--- src/design/cttk_pkg.sv ---
// Package for the configuration text tokenizer: item types, byte codes,
// result kinds, scan states and queue sizing. No dependencies.
`default_nettype none

package cttk_pkg;

    // Largest token or string buffer; a token is cut at BUFFER_SIZE-1 bytes.
    localparam int BUFFER_SIZE = 2048;
    localparam int CNT_W       = $clog2(BUFFER_SIZE);
    localparam int LEN_W       = 11;
    localparam int LINE_W      = 24;

    // Queue between the scanner and the output stage, in result pairs.
    localparam int QUEUE_DEPTH = 4;
    localparam int QPTR_W      = $clog2(QUEUE_DEPTH);
    localparam int QCNT_W      = $clog2(QUEUE_DEPTH + 1);

    // Byte codes
    localparam logic [7:0] CH_LF     = 8'h0A;
    localparam logic [7:0] CH_CR     = 8'h0D;
    localparam logic [7:0] CH_SPACE  = 8'h20;
    localparam logic [7:0] CH_QUOTE  = 8'h22;
    localparam logic [7:0] CH_HASH   = 8'h23;
    localparam logic [7:0] CH_COMMA  = 8'h2C;
    localparam logic [7:0] CH_BSLASH = 8'h5C;

    // Result kinds
    localparam logic [2:0] KIND_TOKEN_BYTE = 3'd0;
    localparam logic [2:0] KIND_DATA_BYTE  = 3'd1;
    localparam logic [2:0] KIND_TOKEN_END  = 3'd2;
    localparam logic [2:0] KIND_DATA_END   = 3'd3;
    localparam logic [2:0] KIND_STREAM_END = 3'd4;

    // Register map (byte addresses on the APB port)
    localparam int          PADDR_W         = 3;
    localparam logic [2:0]  REG_ESCAPE_ADDR = 3'd0;

    typedef enum logic [2:0] {
        ST_IDLE      = 3'd0,
        ST_COMMENT   = 3'd1,
        ST_TOKEN     = 3'd2,
        ST_TOKEN_ESC = 3'd3,
        ST_QUOTE     = 3'd4,
        ST_QUOTE_ESC = 3'd5
    } cttk_scan_t;

    typedef struct packed {
        logic [7:0] byte_in;
        logic       end_of_stream;
    } cttk_in_t;

    typedef struct packed {
        logic [2:0]        kind;
        logic [7:0]        char_value;
        logic [LEN_W-1:0]  token_length;
        logic [LINE_W-1:0] line_number;
        logic              too_long;
        logic              missing_quote;
        logic              last;
    } cttk_out_t;

    // All results of one input item: one or two.
    typedef struct packed {
        cttk_out_t r0;
        cttk_out_t r1;
        logic      two;
    } cttk_pair_t;

    typedef struct packed {
        logic full;
        logic empty;
    } cttk_qstat_t;

    // Token count to the fixed output length field, modulo 2048.
    function automatic logic [LEN_W-1:0] cttk_len(input logic [CNT_W-1:0] c);
        logic [31:0] w;
        w = 32'(c);
        return w[LEN_W-1:0];
    endfunction

endpackage : cttk_pkg

`default_nettype wire

--- src/design/config_text_tokenizer_top.sv ---
// Top level of the configuration text tokenizer: APB register, scanner,
// result queue and output stage. Uses cttk_pkg, cttk_front, cttk_queue, cttk_back.
//
// Usage:
//  - Input channel (byte_valid/byte_stall/byte_item): one text byte per item,
//    or an end-of-stream marker. An item is taken at a rising edge with
//    byte_valid high and byte_stall low.
//  - Output channel (tok_valid/tok_stall/tok_item): token bytes, data bytes,
//    end markers and the end-of-stream marker, one result per item; last
//    marks the final result caused by an input item.
//  - APB port: register 0 (address 0) holds escape_mode in bit 0. Write it
//    only while the block is idle.
// Timing:
//  - One input item per cycle is accepted while the queue is not full; the
//    scanner updates its state in the same cycle, so bytes can follow back to back.
//  - Each result passes through the pair queue and then the output stage's
//    holding register before tok_valid rises for it.
//  - An input item makes zero, one or two results. The output stage sends
//    one result per cycle while tok_stall is low, so a long run of two-result
//    items is limited by that stage; the four-entry pair queue absorbs such
//    bursts, and byte_stall rises only when the queue is full.
// Reset: rst_n clears scan state, counters, queue and escape_mode. When the
// receiver stalls, the current result holds on tok_item and the queue fills.
`default_nettype none

module config_text_tokenizer_top
    import cttk_pkg::*;
(
    input  wire logic                clk,
    input  wire logic                rst_n,

    // APB configuration port
    input  wire logic                psel,
    input  wire logic                penable,
    input  wire logic                pwrite,
    input  wire logic [PADDR_W-1:0]  paddr,
    input  wire logic [31:0]         pwdata,
    output logic [31:0]              prdata,
    output logic                     pready,

    // byte input channel
    input  wire logic                byte_valid,
    output logic                     byte_stall,
    input  wire cttk_in_t            byte_item,

    // token result channel
    output logic                     tok_valid,
    input  wire logic                tok_stall,
    output cttk_out_t                tok_item
);

    logic         escape_reg;
    logic         take;
    logic         push;
    logic         pop;
    cttk_pair_t   pair;
    cttk_pair_t   qdata;
    cttk_qstat_t  qstat;

    // APB register: always ready, single bit at address 0
    assign pready = 1'b1;
    assign prdata = (paddr == REG_ESCAPE_ADDR) ? {31'd0, escape_reg} : 32'd0;

    always_ff @(posedge clk or negedge rst_n)
    begin
        if (!rst_n)
            escape_reg <= 1'b0;
        else if (psel && penable && pwrite && paddr == REG_ESCAPE_ADDR)
            escape_reg <= pwdata[0];
    end

    // Input is held back only while the pair queue is full
    assign byte_stall = qstat.full;
    assign take       = byte_valid && !qstat.full;

    cttk_front u_front (
        .clk         (clk),
        .rst_n       (rst_n),
        .take        (take),
        .item        (byte_item),
        .escape_mode (escape_reg),
        .push        (push),
        .pair        (pair)
    );

    cttk_queue u_queue (
        .clk   (clk),
        .rst_n (rst_n),
        .push  (push),
        .wdata (pair),
        .pop   (pop),
        .rdata (qdata),
        .stat  (qstat)
    );

    cttk_back u_back (
        .clk   (clk),
        .rst_n (rst_n),
        .qdata (qdata),
        .qstat (qstat),
        .pop   (pop),
        .valid (tok_valid),
        .stall (tok_stall),
        .item  (tok_item)
    );

endmodule : config_text_tokenizer_top

`default_nettype wire

--- src/design/cttk_front.sv ---
// Scanner front end: classifies each accepted byte, keeps scan state,
// token count and line count, and builds the item's result pair. Uses cttk_pkg.
`default_nettype none

module cttk_front
    import cttk_pkg::*;
(
    input  wire logic       clk,
    input  wire logic       rst_n,
    input  wire logic       take,
    input  wire cttk_in_t   item,
    input  wire logic       escape_mode,
    output logic            push,
    output cttk_pair_t      pair
);

    localparam logic [CNT_W-1:0] LIMIT = CNT_W'(BUFFER_SIZE - 1);

    cttk_scan_t          state_reg, state_next;
    logic [CNT_W-1:0]    count_reg, count_next;
    logic [LINE_W-1:0]   line_reg, line_next;

    logic [7:0]          b;
    logic                is_bs;
    logic                is_sep;
    logic                do_add;
    logic                add_data;
    logic [CNT_W-1:0]    cnt_inc;
    logic                limit_hit;
    logic [1:0]          nres;
    cttk_out_t           r0, r1;

    always_ff @(posedge clk or negedge rst_n)
    begin
        if (!rst_n)
        begin
            state_reg <= ST_IDLE;
            count_reg <= '0;
            line_reg  <= '0;
        end
        else if (take)
        begin
            state_reg <= state_next;
            count_reg <= count_next;
            line_reg  <= line_next;
        end
    end

    always_comb
    begin
        b         = item.byte_in;
        is_bs     = escape_mode && (b == CH_BSLASH);
        is_sep    = (b <= CH_SPACE) || (b == CH_COMMA);
        cnt_inc   = count_reg + 1'b1;
        limit_hit = (cnt_inc == LIMIT);

        state_next = state_reg;
        count_next = count_reg;
        line_next  = line_reg;
        do_add     = 1'b0;
        add_data   = 1'b0;
        nres       = 2'd0;
        r0         = '0;
        r1         = '0;

        if (item.end_of_stream)
        begin
            r0.line_number = line_reg;
            r1.line_number = line_reg;
            if (state_reg == ST_TOKEN || state_reg == ST_TOKEN_ESC)
            begin
                r0.kind         = KIND_TOKEN_END;
                r0.token_length = cttk_len(count_reg);
                r1.kind         = KIND_STREAM_END;
                nres            = 2'd2;
            end
            else if (state_reg == ST_QUOTE || state_reg == ST_QUOTE_ESC)
            begin
                r0.kind          = KIND_DATA_END;
                r0.token_length  = cttk_len(count_reg);
                r0.missing_quote = 1'b1;
                r1.kind          = KIND_STREAM_END;
                nres             = 2'd2;
            end
            else
            begin
                r0.kind = KIND_STREAM_END;
                nres    = 2'd1;
            end
            state_next = ST_IDLE;
            count_next = '0;
            line_next  = '0;
        end
        else
        begin
            if (b == CH_LF && line_reg != {LINE_W{1'b1}})
                line_next = line_reg + 1'b1;
            r0.line_number = line_next;
            r1.line_number = line_next;

            case (state_reg)
                ST_COMMENT:
                begin
                    if (b == CH_LF)
                        state_next = ST_IDLE;
                end
                ST_TOKEN:
                begin
                    if (is_bs)
                        state_next = ST_TOKEN_ESC;
                    else if (is_sep)
                    begin
                        r0.kind         = KIND_TOKEN_END;
                        r0.token_length = cttk_len(count_reg);
                        nres            = 2'd1;
                        state_next      = ST_IDLE;
                        count_next      = '0;
                    end
                    else
                        do_add = 1'b1;
                end
                ST_TOKEN_ESC:
                    do_add = 1'b1;
                ST_QUOTE:
                begin
                    if (b == CH_CR)
                        state_next = ST_QUOTE;
                    else if (is_bs)
                        state_next = ST_QUOTE_ESC;
                    else if (b == CH_QUOTE || b == CH_LF)
                    begin
                        r0.kind          = KIND_DATA_END;
                        r0.token_length  = cttk_len(count_reg);
                        r0.missing_quote = (b == CH_LF);
                        nres             = 2'd1;
                        state_next       = ST_IDLE;
                        count_next       = '0;
                    end
                    else
                    begin
                        do_add   = 1'b1;
                        add_data = 1'b1;
                    end
                end
                ST_QUOTE_ESC:
                begin
                    do_add   = 1'b1;
                    add_data = 1'b1;
                end
                default:
                begin
                    // between tokens; also covers unused codes
                    state_next = ST_IDLE;
                    count_next = '0;
                    cnt_inc    = CNT_W'(1);
                    limit_hit  = (cnt_inc == LIMIT);
                    if (is_bs)
                        state_next = ST_TOKEN_ESC;
                    else if (b == CH_HASH)
                        state_next = ST_COMMENT;
                    else if (b == CH_QUOTE)
                        state_next = ST_QUOTE;
                    else if (!is_sep)
                        do_add = 1'b1;
                end
            endcase

            if (do_add)
            begin
                r0.kind       = add_data ? KIND_DATA_BYTE : KIND_TOKEN_BYTE;
                r0.char_value = b;
                nres          = 2'd1;
                if (limit_hit)
                begin
                    r1.kind         = add_data ? KIND_DATA_END : KIND_TOKEN_END;
                    r1.token_length = cttk_len(cnt_inc);
                    r1.too_long     = 1'b1;
                    nres            = 2'd2;
                    state_next      = ST_IDLE;
                    count_next      = '0;
                end
                else
                begin
                    state_next = add_data ? ST_QUOTE : ST_TOKEN;
                    count_next = cnt_inc;
                end
            end
        end

        r0.last  = (nres != 2'd2);
        r1.last  = 1'b1;
        pair.r0  = r0;
        pair.r1  = r1;
        pair.two = (nres == 2'd2);
        push     = take && (nres != 2'd0);
    end

    a_count_below_limit: assert property (@(posedge clk) disable iff (!rst_n)
        count_reg < LIMIT)
        else $error("token count reached the cut limit without being cleared");

    a_idle_count_zero: assert property (@(posedge clk) disable iff (!rst_n)
        (state_reg == ST_IDLE || state_reg == ST_COMMENT) |-> count_reg == '0)
        else $error("token count not cleared outside a token");

endmodule : cttk_front

`default_nettype wire

--- src/design/cttk_queue.sv ---
// Short queue of result pairs between scanner and output stage.
// Register array with read and write pointers. Uses cttk_pkg.
`default_nettype none

module cttk_queue
    import cttk_pkg::*;
(
    input  wire logic        clk,
    input  wire logic        rst_n,
    input  wire logic        push,
    input  wire cttk_pair_t  wdata,
    input  wire logic        pop,
    output cttk_pair_t       rdata,
    output cttk_qstat_t      stat
);

    cttk_pair_t           mem [QUEUE_DEPTH];
    logic [QPTR_W-1:0]    wptr_reg, rptr_reg;
    logic [QCNT_W-1:0]    cnt_reg;
    logic                 do_push, do_pop;

    assign stat.full  = (cnt_reg == QCNT_W'(QUEUE_DEPTH));
    assign stat.empty = (cnt_reg == '0);
    assign do_push    = push && !stat.full;
    assign do_pop     = pop && !stat.empty;
    assign rdata      = mem[rptr_reg];

    always_ff @(posedge clk)
    begin
        if (do_push)
            mem[wptr_reg] <= wdata;
    end

    always_ff @(posedge clk or negedge rst_n)
    begin
        if (!rst_n)
        begin
            wptr_reg <= '0;
            rptr_reg <= '0;
            cnt_reg  <= '0;
        end
        else
        begin
            if (do_push)
                wptr_reg <= wptr_reg + 1'b1;
            if (do_pop)
                rptr_reg <= rptr_reg + 1'b1;
            if (do_push && !do_pop)
                cnt_reg <= cnt_reg + 1'b1;
            else if (do_pop && !do_push)
                cnt_reg <= cnt_reg - 1'b1;
        end
    end

    a_no_overflow: assert property (@(posedge clk) disable iff (!rst_n)
        push |-> !stat.full)
        else $error("result pair pushed into a full queue");

endmodule : cttk_queue

`default_nettype wire

--- src/design/cttk_back.sv ---
// Output stage: takes result pairs from the queue and hands them out one
// item per cycle while stall is low, from a holding register. Uses cttk_pkg.
`default_nettype none

module cttk_back
    import cttk_pkg::*;
(
    input  wire logic         clk,
    input  wire logic         rst_n,
    input  wire cttk_pair_t   qdata,
    input  wire cttk_qstat_t  qstat,
    output logic              pop,
    output logic              valid,
    input  wire logic         stall,
    output cttk_out_t         item
);

    cttk_pair_t  ent_reg;
    logic        have_reg;
    logic        sel_reg;
    logic        sent;
    logic        step_second;
    logic        need_next;

    assign sent        = have_reg && !stall;
    assign step_second = sent && !sel_reg && ent_reg.two;
    assign need_next   = (!have_reg || sent) && !step_second;
    assign pop         = need_next && !qstat.empty;
    assign valid       = have_reg;
    assign item        = sel_reg ? ent_reg.r1 : ent_reg.r0;

    always_ff @(posedge clk)
    begin
        if (pop)
            ent_reg <= qdata;
    end

    always_ff @(posedge clk or negedge rst_n)
    begin
        if (!rst_n)
        begin
            have_reg <= 1'b0;
            sel_reg  <= 1'b0;
        end
        else if (step_second)
        begin
            sel_reg <= 1'b1;
        end
        else if (need_next)
        begin
            have_reg <= !qstat.empty;
            sel_reg  <= 1'b0;
        end
    end

    a_second_needs_pair: assert property (@(posedge clk) disable iff (!rst_n)
        sel_reg |-> (have_reg && ent_reg.two))
        else $error("second result selected without a pair loaded");

endmodule : cttk_back

`default_nettype wire
--- config.mk ---
export PLATFORM = sky130hd
export DESIGN_NAME = config_text_tokenizer_top
export DESIGN_NICKNAME = d
export VERILOG_FILES = /design/src/design/cttk_pkg.sv /design/src/design/config_text_tokenizer_top.sv /design/src/design/cttk_front.sv /design/src/design/cttk_queue.sv /design/src/design/cttk_back.sv
export SDC_FILE = /design/constraint.sdc
export NUM_CORES = 1
export LEC_CHECK = 0
export BUFFER_PORTS_ARGS = -buffer_cell sky130_fd_sc_hd__buf_2
export CAP_MARGIN = 20
export CORE_ASPECT_RATIO = 0.8
export CORE_UTILIZATION = 48
export DETAILED_ROUTE_END_ITERATION = 7
export GPL_TIMING_DRIVEN = 0
export HOLD_SLACK_MARGIN = 0.15
export PLACE_DENSITY_LB_ADDON = 0.05
export SYNTH_ARGS = -nofsm -noshare
export SYNTH_HDL_FRONTEND = slang
export SYNTH_SLANG_ARGS = --single-unit
export TNS_END_PERCENT = 30
--- constraint.sdc ---
create_clock -name clk -period 4.3 [get_ports clk]
set_clock_uncertainty 0.2 [all_clocks]
set_input_delay 0 -clock clk [delete_from_list [all_inputs] [get_ports clk]]
set_output_delay 0 -clock clk [all_outputs]
set_load 0.02 [all_outputs]
Word-level counts from Yosys, hierarchy flattened
Memory sizes are Yosys's and may differ from the RTL's. A register that Yosys moved wholly into a read port is not among the register bits.
Index checks and enable logic that the tools add are counted.
Widths: inputs -> output; s select.
{"block": "word_totals", "reg_bits": 59, "latch_bits": 0, "ram_bits": 352, "mem_bits_ro": 0, "inputBits": 51, "output_inout_bits": 84, "wordCells": 188, "n_memories": 1}
{"block": "classes", "addsub": 6, "n_mul": 0, "n_div": 0, "magnitude_cmp": 1, "eq_ne": 26, "shift": 0, "muxes": 100, "bitwise_logic": 1, "reduce_logical": 40}
{"name": "u_queue.mem", "depth": 4, "word_bits": 88, "read_ports": 1, "rd_ports_with_merged_regs": 1, "write_ports": 1, "line": "cttk_queue.sv:17", "source": "cttk_pair_t mem [QUEUE_DEPTH];"}
{"op": "$mux 11", "n": 20}
{"op": "$mux 3", "n": 26}
{"op": "$mux 24", "n": 3}
{"op": "$mux 49", "n": 1}
{"op": "$mux 35", "n": 1}
{"op": "$pmux 11 s3", "n": 1}
{"op": "$mux 1", "n": 31}
{"op": "$add 24x1->24 const B", "n": 1}
{"op": "$eq 8x6->1 const B", "n": 3}
{"op": "$ne 24x24->1 const B", "n": 1}
{"op": "$pmux 11 s2", "n": 1}
{"op": "$mux 2", "n": 10}
{"op": "$eq 8x4->1 const B", "n": 2}
{"op": "$logic_and 1x1->1", "n": 16}
{"op": "$ne 4x4->1 const B", "n": 4}
{"op": "$pmux 3 s4", "n": 1}
{"op": "$add 11x1->11 const B", "n": 1}
{"op": "$eq 11x11->1 const B", "n": 1}
{"op": "$eq 3x3->1 const B", "n": 3}
{"op": "$eq 8x7->1 const B", "n": 1}
{"op": "$le 8x6->1 const B", "n": 1}
{"op": "$logic_not 1->1", "n": 8}
{"op": "$mux 8", "n": 1}
{"op": "$reduce_and 7->1", "n": 1}
{"op": "other kinds (25)", "n": 35}

Longest topological paths before layout
{"block": "depth", "ltp_word": 17, "depth_mapped": 13, "mapped_depth_nobuf": 12}

By module
A second synthesis with hierarchy kept.
{"block": "unflattened", "cells_unflattened": 1225, "area_unflattened_um2": 22549.1}
{"mod": "cttk_queue", "n_inst": 1, "cells_each": 553, "area_per_inst_um2": 14712.9, "seq_area_each_um2": 12066.6}
{"mod": "cttk_back", "n_inst": 1, "cells_each": 163, "area_per_inst_um2": 3867.5, "seq_area_each_um2": 3022.9}
{"mod": "cttk_front", "n_inst": 1, "cells_each": 469, "area_per_inst_um2": 3654.8, "seq_area_each_um2": 950.9}
{"mod": "config_text_tokenizer_top", "n_inst": 1, "cells_each": 40, "area_per_inst_um2": 314.1, "seq_area_each_um2": 25.0}

Worst setup path after synthesis
No wires, ideal clock.
{"block": "synth_path", "path_kind": "reg2reg", "from": "register u_front.state_reg[2]", "to": "memory u_queue.mem[0][0] in the netlist's numbering, enable pin", "setup_ns": 0.428, "arrival_ns": 3.349, "required_time_ns": 3.672, "path_slack_ns": 0.324, "stages_incl_launch_ff": 9, "path_buffers": 1, "period_less_slack_ns": 3.976, "cell_sequence": "dfrtp_1 > nor2b_1 > clkbuf_1 > nand2b_1 > o31ai_1 > o22ai_1 > and2_1 > a21oi_1 > and2_1"}
{"block": "synth_via", "elab_chain_cells": 12, "elab_cells_between_ends": 24, "classes_between": "5 x eq/ne; 12 x mux; 7 x reduce/logical"}
{"item": "start: declaration", "line": "cttk_front.sv:19", "source": "cttk_scan_t state_reg, state_next;"}
{"item": "start signal: assignment", "line": "cttk_front.sv:43", "source": "state_reg <= state_next;"}
{"item": "$eq 3x1->1, or another cell as far along", "line": "cttk_front.sv:101", "source": "case (state_reg)"}
{"item": "$reduce_or 5->1 (no source line)"}
{"item": "$mux 1", "line": "cttk_front.sv:101"}
{"item": "$mux 1", "line": "cttk_front.sv:66", "source": "if (item.end_of_stream)"}
{"item": "$mux 2", "line": "cttk_front.sv:173", "source": "if (limit_hit)"}
{"item": "$mux 2", "line": "cttk_front.sv:168", "source": "if (do_add)"}
{"item": "$mux 2 (*)", "line": "cttk_front.sv:66"}
{"item": "$reduce_bool 2->1 (*)", "line": "cttk_front.sv:195", "source": "push = take && (nres != 2'd0);"}
{"item": "$logic_and 1x1->1 (*)", "line": "cttk_front.sv:195"}
{"item": "$logic_and 1x1->1 (*)", "line": "cttk_queue.sv:24", "source": "assign do_push = push && !stat.full;"}
{"item": "net u_queue.do_push", "line": "cttk_queue.sv:20", "source": "logic do_push, do_pop;"}
{"item": "$mux 1 (*)", "line": "cttk_queue.sv:30", "source": "if (do_push)"}
{"item": "$mux 1 (implied by the code) (*)", "line": "cttk_queue.sv:31", "source": "mem[wptr_reg] <= wdata;"}
{"item": "end: declaration", "line": "cttk_queue.sv:17"}
Mark *: on every way through the listed nets, which the timed path passes. The rest lies on a longest branch. The select of a mux whose other input is x is not followed.

Final worst setup path
{"block": "layout_path", "from": "register u_front.state_reg[2]", "to": "register u_queue.cnt_reg[2]"}
{"block": "layout_via", "elab_chain_cells": 13, "elab_cells_between_ends": 27, "classes_between": "5 x eq/ne; 11 x mux; 11 x reduce/logical"}
{"item": "$eq 3x1->1, or another cell as far along", "line": "cttk_front.sv:101"}
{"item": "$reduce_or 5->1 (no source line)"}
{"item": "$mux 1", "line": "cttk_front.sv:101"}
{"item": "$mux 1", "line": "cttk_front.sv:66"}
{"item": "$mux 2", "line": "cttk_front.sv:173"}
{"item": "$mux 2", "line": "cttk_front.sv:168"}
{"item": "$mux 2 (*)", "line": "cttk_front.sv:66"}
{"item": "$reduce_bool 2->1 (*)", "line": "cttk_front.sv:195"}
{"item": "$logic_and 1x1->1 (*)", "line": "cttk_front.sv:195"}
{"item": "$logic_and 1x1->1 (*)", "line": "cttk_queue.sv:24"}
{"item": "net u_queue.do_push", "line": "cttk_queue.sv:20"}
{"item": "$logic_not 1->1", "line": "cttk_queue.sv:50", "source": "else if (do_pop && !do_push)"}
{"item": "$logic_and 1x1->1", "line": "cttk_queue.sv:50"}
{"item": "$reduce_bool 2->1 (no source line)"}
{"item": "end signal: assignment", "line": "cttk_queue.sv:49", "source": "cnt_reg <= cnt_reg + 1'b1;"}
{"item": "end signal: assignment", "line": "cttk_queue.sv:51", "source": "cnt_reg <= cnt_reg - 1'b1;"}
{"item": "end: declaration", "line": "cttk_queue.sv:19", "source": "logic [QCNT_W-1:0] cnt_reg;"}
Marks and branches as above.
A chain may end at the register's enable or synchronous reset.

==> results.py <==
metrics = {
    "setup_path": {
        "crit_fanout": 10,
        "critical_path_arrival_ps": 4110,
        "cpPeakStageDelay_ps": 430,
        "cp-end-kind": "flop",
        "crit_path_frequent_cell": "xor2_1",
        "critPathSlowestCell": "fa_1",
        "critPathLaunchType": "flop",
        "rr_startpoint": "u_front.state_reg[2]",
        "path_cells": "clkbuf_1 > nor3_1 > a21oi_1 > o22ai_1 > and2_1 > a21oi_2 > ha_1 > inv_1 > fa_1 > xor2_1 > nor2_1 > xor2_1",
        "path_delay_family": "compound AO/OA/AOI/OAI gates",
        "crit_required_ps": 4550,
        "critPathKind": "flop to flop",
        "crit_buf_inv": 2,
        "crit_path_start": "u_front.state_reg[2]",
    },
    "drt": {
        "drt-total-wl_um": 32600,
        "firstDrtPassIters": 5,
        "viasPerCell": 5.44,
        "drtIter0Drc": 459,
        "drc_errors": 0,
        "postRouteAntennaNets": 0,
        "wire_per_inst_um": 20.3,
        "vias": 8742,
    },
    "timing": {
        "slew_headroom": 0.294,
        "report.final.slew_viol_count": 0,
        "whs_ps": 182,
        "rsz0062_at_grt": "false",
        "finalWorstSetupSlack_ps": 445,
        "hold_viol": 0,
        "setup_violations": 0,
        "fin_crit_ps": 3860,
        "fin_crit_sh": 0.897,
        "worst_pin_slew_ps": 1050,
        "setup_tns_ps": 0,
        "max_freq_mhz": 259,
    },
    "global_routing": {
        "grt_overflow": 0,
        "grt_max_degree": 44,
        "grt_use_total": 0.206,
        "grt_pass1_vias": 8776,
        "grt_pass1_wl_um": 51200,
        "antenna_found_initial": 0,
    },
    "logic_synthesis": {
        "synthFlopType": "edfxtp_1",
        "ys_types": 63,
        "synth_top_area_frac": 0.611,
        "synth_edf_count": 315,
        "ys_top_cells_by_area": "edfxtp_1, mux4_2, dfrtp_1",
        "netlist_area_um2": 15500,
        "ys_ff_latch": 363,
        "syn_avg_cell_area_um2": 15.6,
        "synth.yosys.seq_area_share": 0.688,
        "ys.warnings.count": 0,
        "yosysMostFrequentCell": "edfxtp_1",
        "synth_area_leader_cell": "edfxtp_1",
        "synth_common_cells": "edfxtp_1, clkbuf_1, mux4_2",
        "async_reset_ff_frac": 0.132,
        "syn_inst": 993,
    },
    "final_layout": {
        "fin_cells": 1607,
        "area_growth_pct": 16.8,
        "fillers": 2580,
        "seq_area_um2": 10700,
        "diodes": 0,
        "drive_above_1_share": 0.223,
        "multi_input_area_um2": 4350,
        "layout.nets": 1218,
        "largest_reg_flops": 252,
    },
    "cts": {
        "root_buffer": "clkbuf_16",
        "h-tree-depth": 2,
        "cts.path.max_buffers": 3,
        "cts_tree": "done",
        "cts_buffers": 38,
        "cts_num_sinks": 363,
        "clock_latency_ps": 530,
        "path_clk_slew_ps": 60,
    },
    "power": {
        "p_comb_frac": 0.278,
        "power.internal_mw": 8.18,
        "power_frac_clock": 0.277,
        "p_sw_frac": 0.299,
        "p_per_area_nw_per_um2": 645,
        "power_leakage_nw": 6.35,
        "power.switching_mw": 3.48,
        "pwr-share-seq": 0.445,
        "report.power.total_mw": 11.7,
        "worst_ir_drop_vdd_v": 0.000510,
    },
    "place": {
        "hpwl_um": 20600,
        "place.port_buffers": 70,
        "preCtsSetupSlack_ps": 243,
        "dp.cells": 1519,
        "place_congestion": 0.884,
    },
    "floorplan": {
        "die-area_um2": 33000,
        "die_w_um": 203,
        "core_area_um2": 31600,
        "io_pins": 135,
        "fp.dieH_um": 163,
        "rows": 58,
        "start_util": 0.491,
    },
    "hold_path": {
        "hp-class": "primary input to flop",
        "hp-start": "tok_stall",
    },
    "outcome": {
        "outcome": "complete, no violations",
    },
    "flow_run": {
        "maxCapViolCount": 0,
    },
}
[tightest hold or removal path, delay by kind of cell]
kind	cells	cell delay, ps
AO/OA/AOI/OAI	1	130
buffers and inverters	2	640
AND/OR/NAND/NOR	1	100
[worst paths after layout]
path | depth (start not counted) | slack, ps | end
max | 12 | 440 | u_queue.cnt_reg[2]
min | 4 | 180 | u_back.valid
max reg2reg | 12 | 440 | u_queue.cnt_reg[2]
min reg2reg | 1 | 310 | u_queue.cnt_reg[2]
max in group asynchronous | 4 | 3330 | u_front.count_reg[8]
min in group asynchronous | 4 | 390 | u_front.line_reg[13]
[final cells by class]
class	count	share of cell area
buffer	108	0.0290
clock buffer	62	0.0626
clock inverter	7	0.00519
inverter	24	0.00512
multi-input combinational	528	0.240
sequential	363	0.589
tap	420	0.0290
timing repair buffer	95	0.0394
[routing by layer]
metal / global-route usage / part of all wire
met5: 0 / 0
met4: 0.0560 / 0.019
met3: 0.0314 / 0.050
met2: 0.304 / 0.44
met1: 0.317 / 0.49
[what timing repair did]
item / in CTS / in global routing
hold buffers: 18 / 0
resized for setup: 0 / 1
buffers inserted: 0 / 0
endpoints found under the hold margin: 143 / 0
endpoints found under the setup margin: 0 / 17
[placed cells by master (no fill, tap or decap), drive strengths merged, types with 25 or more instances in the layout]
master and count:
nor2 46, nand2 54, clkbuf 130, and2 31
dfrtp 48, o21ai 30, buf 118, a21oi 25
conb 32, mux4 63, edfxtp 315, inv 25
[cell families after synthesis]
logic type / after synthesis / synth area share
XOR/XNOR: 33 / 0.0187
other: 2 / 0.000485
multiplexers: 96 / 0.115
adder cells (fa/ha/maj): 10 / 0.00840
AO/OA/AOI/OAI: 109 / 0.0448
buffers and inverters: 132 / 0.0397
flip-flops: 363 / 0.688
AND/OR/NAND/NOR: 248 / 0.0851
[metrics by stage]
step                instance area (um2)   util
global route                      18100  0.573
CTS                               18100  0.572
global placement                  16500  0.522
finish                            18100  0.573
floorplan                         15600      -
detailed placement                16700  0.528
[power groups by stage]
stage / sequential (mW) / clock [mW] / combinational (mW)
detailed placement: 5.25 / 0 / 3.30
global placement: 5.32 / 0 / 3.16
finish: 5.18 / 3.23 / 3.25
CTS: 5.19 / 3.29 / 3.33
global route: 5.26 / 3.44 / 3.55
floorplan: 5.20 / 0 / 2.21
Note: power is estimated with default switching activity, not from simulation.
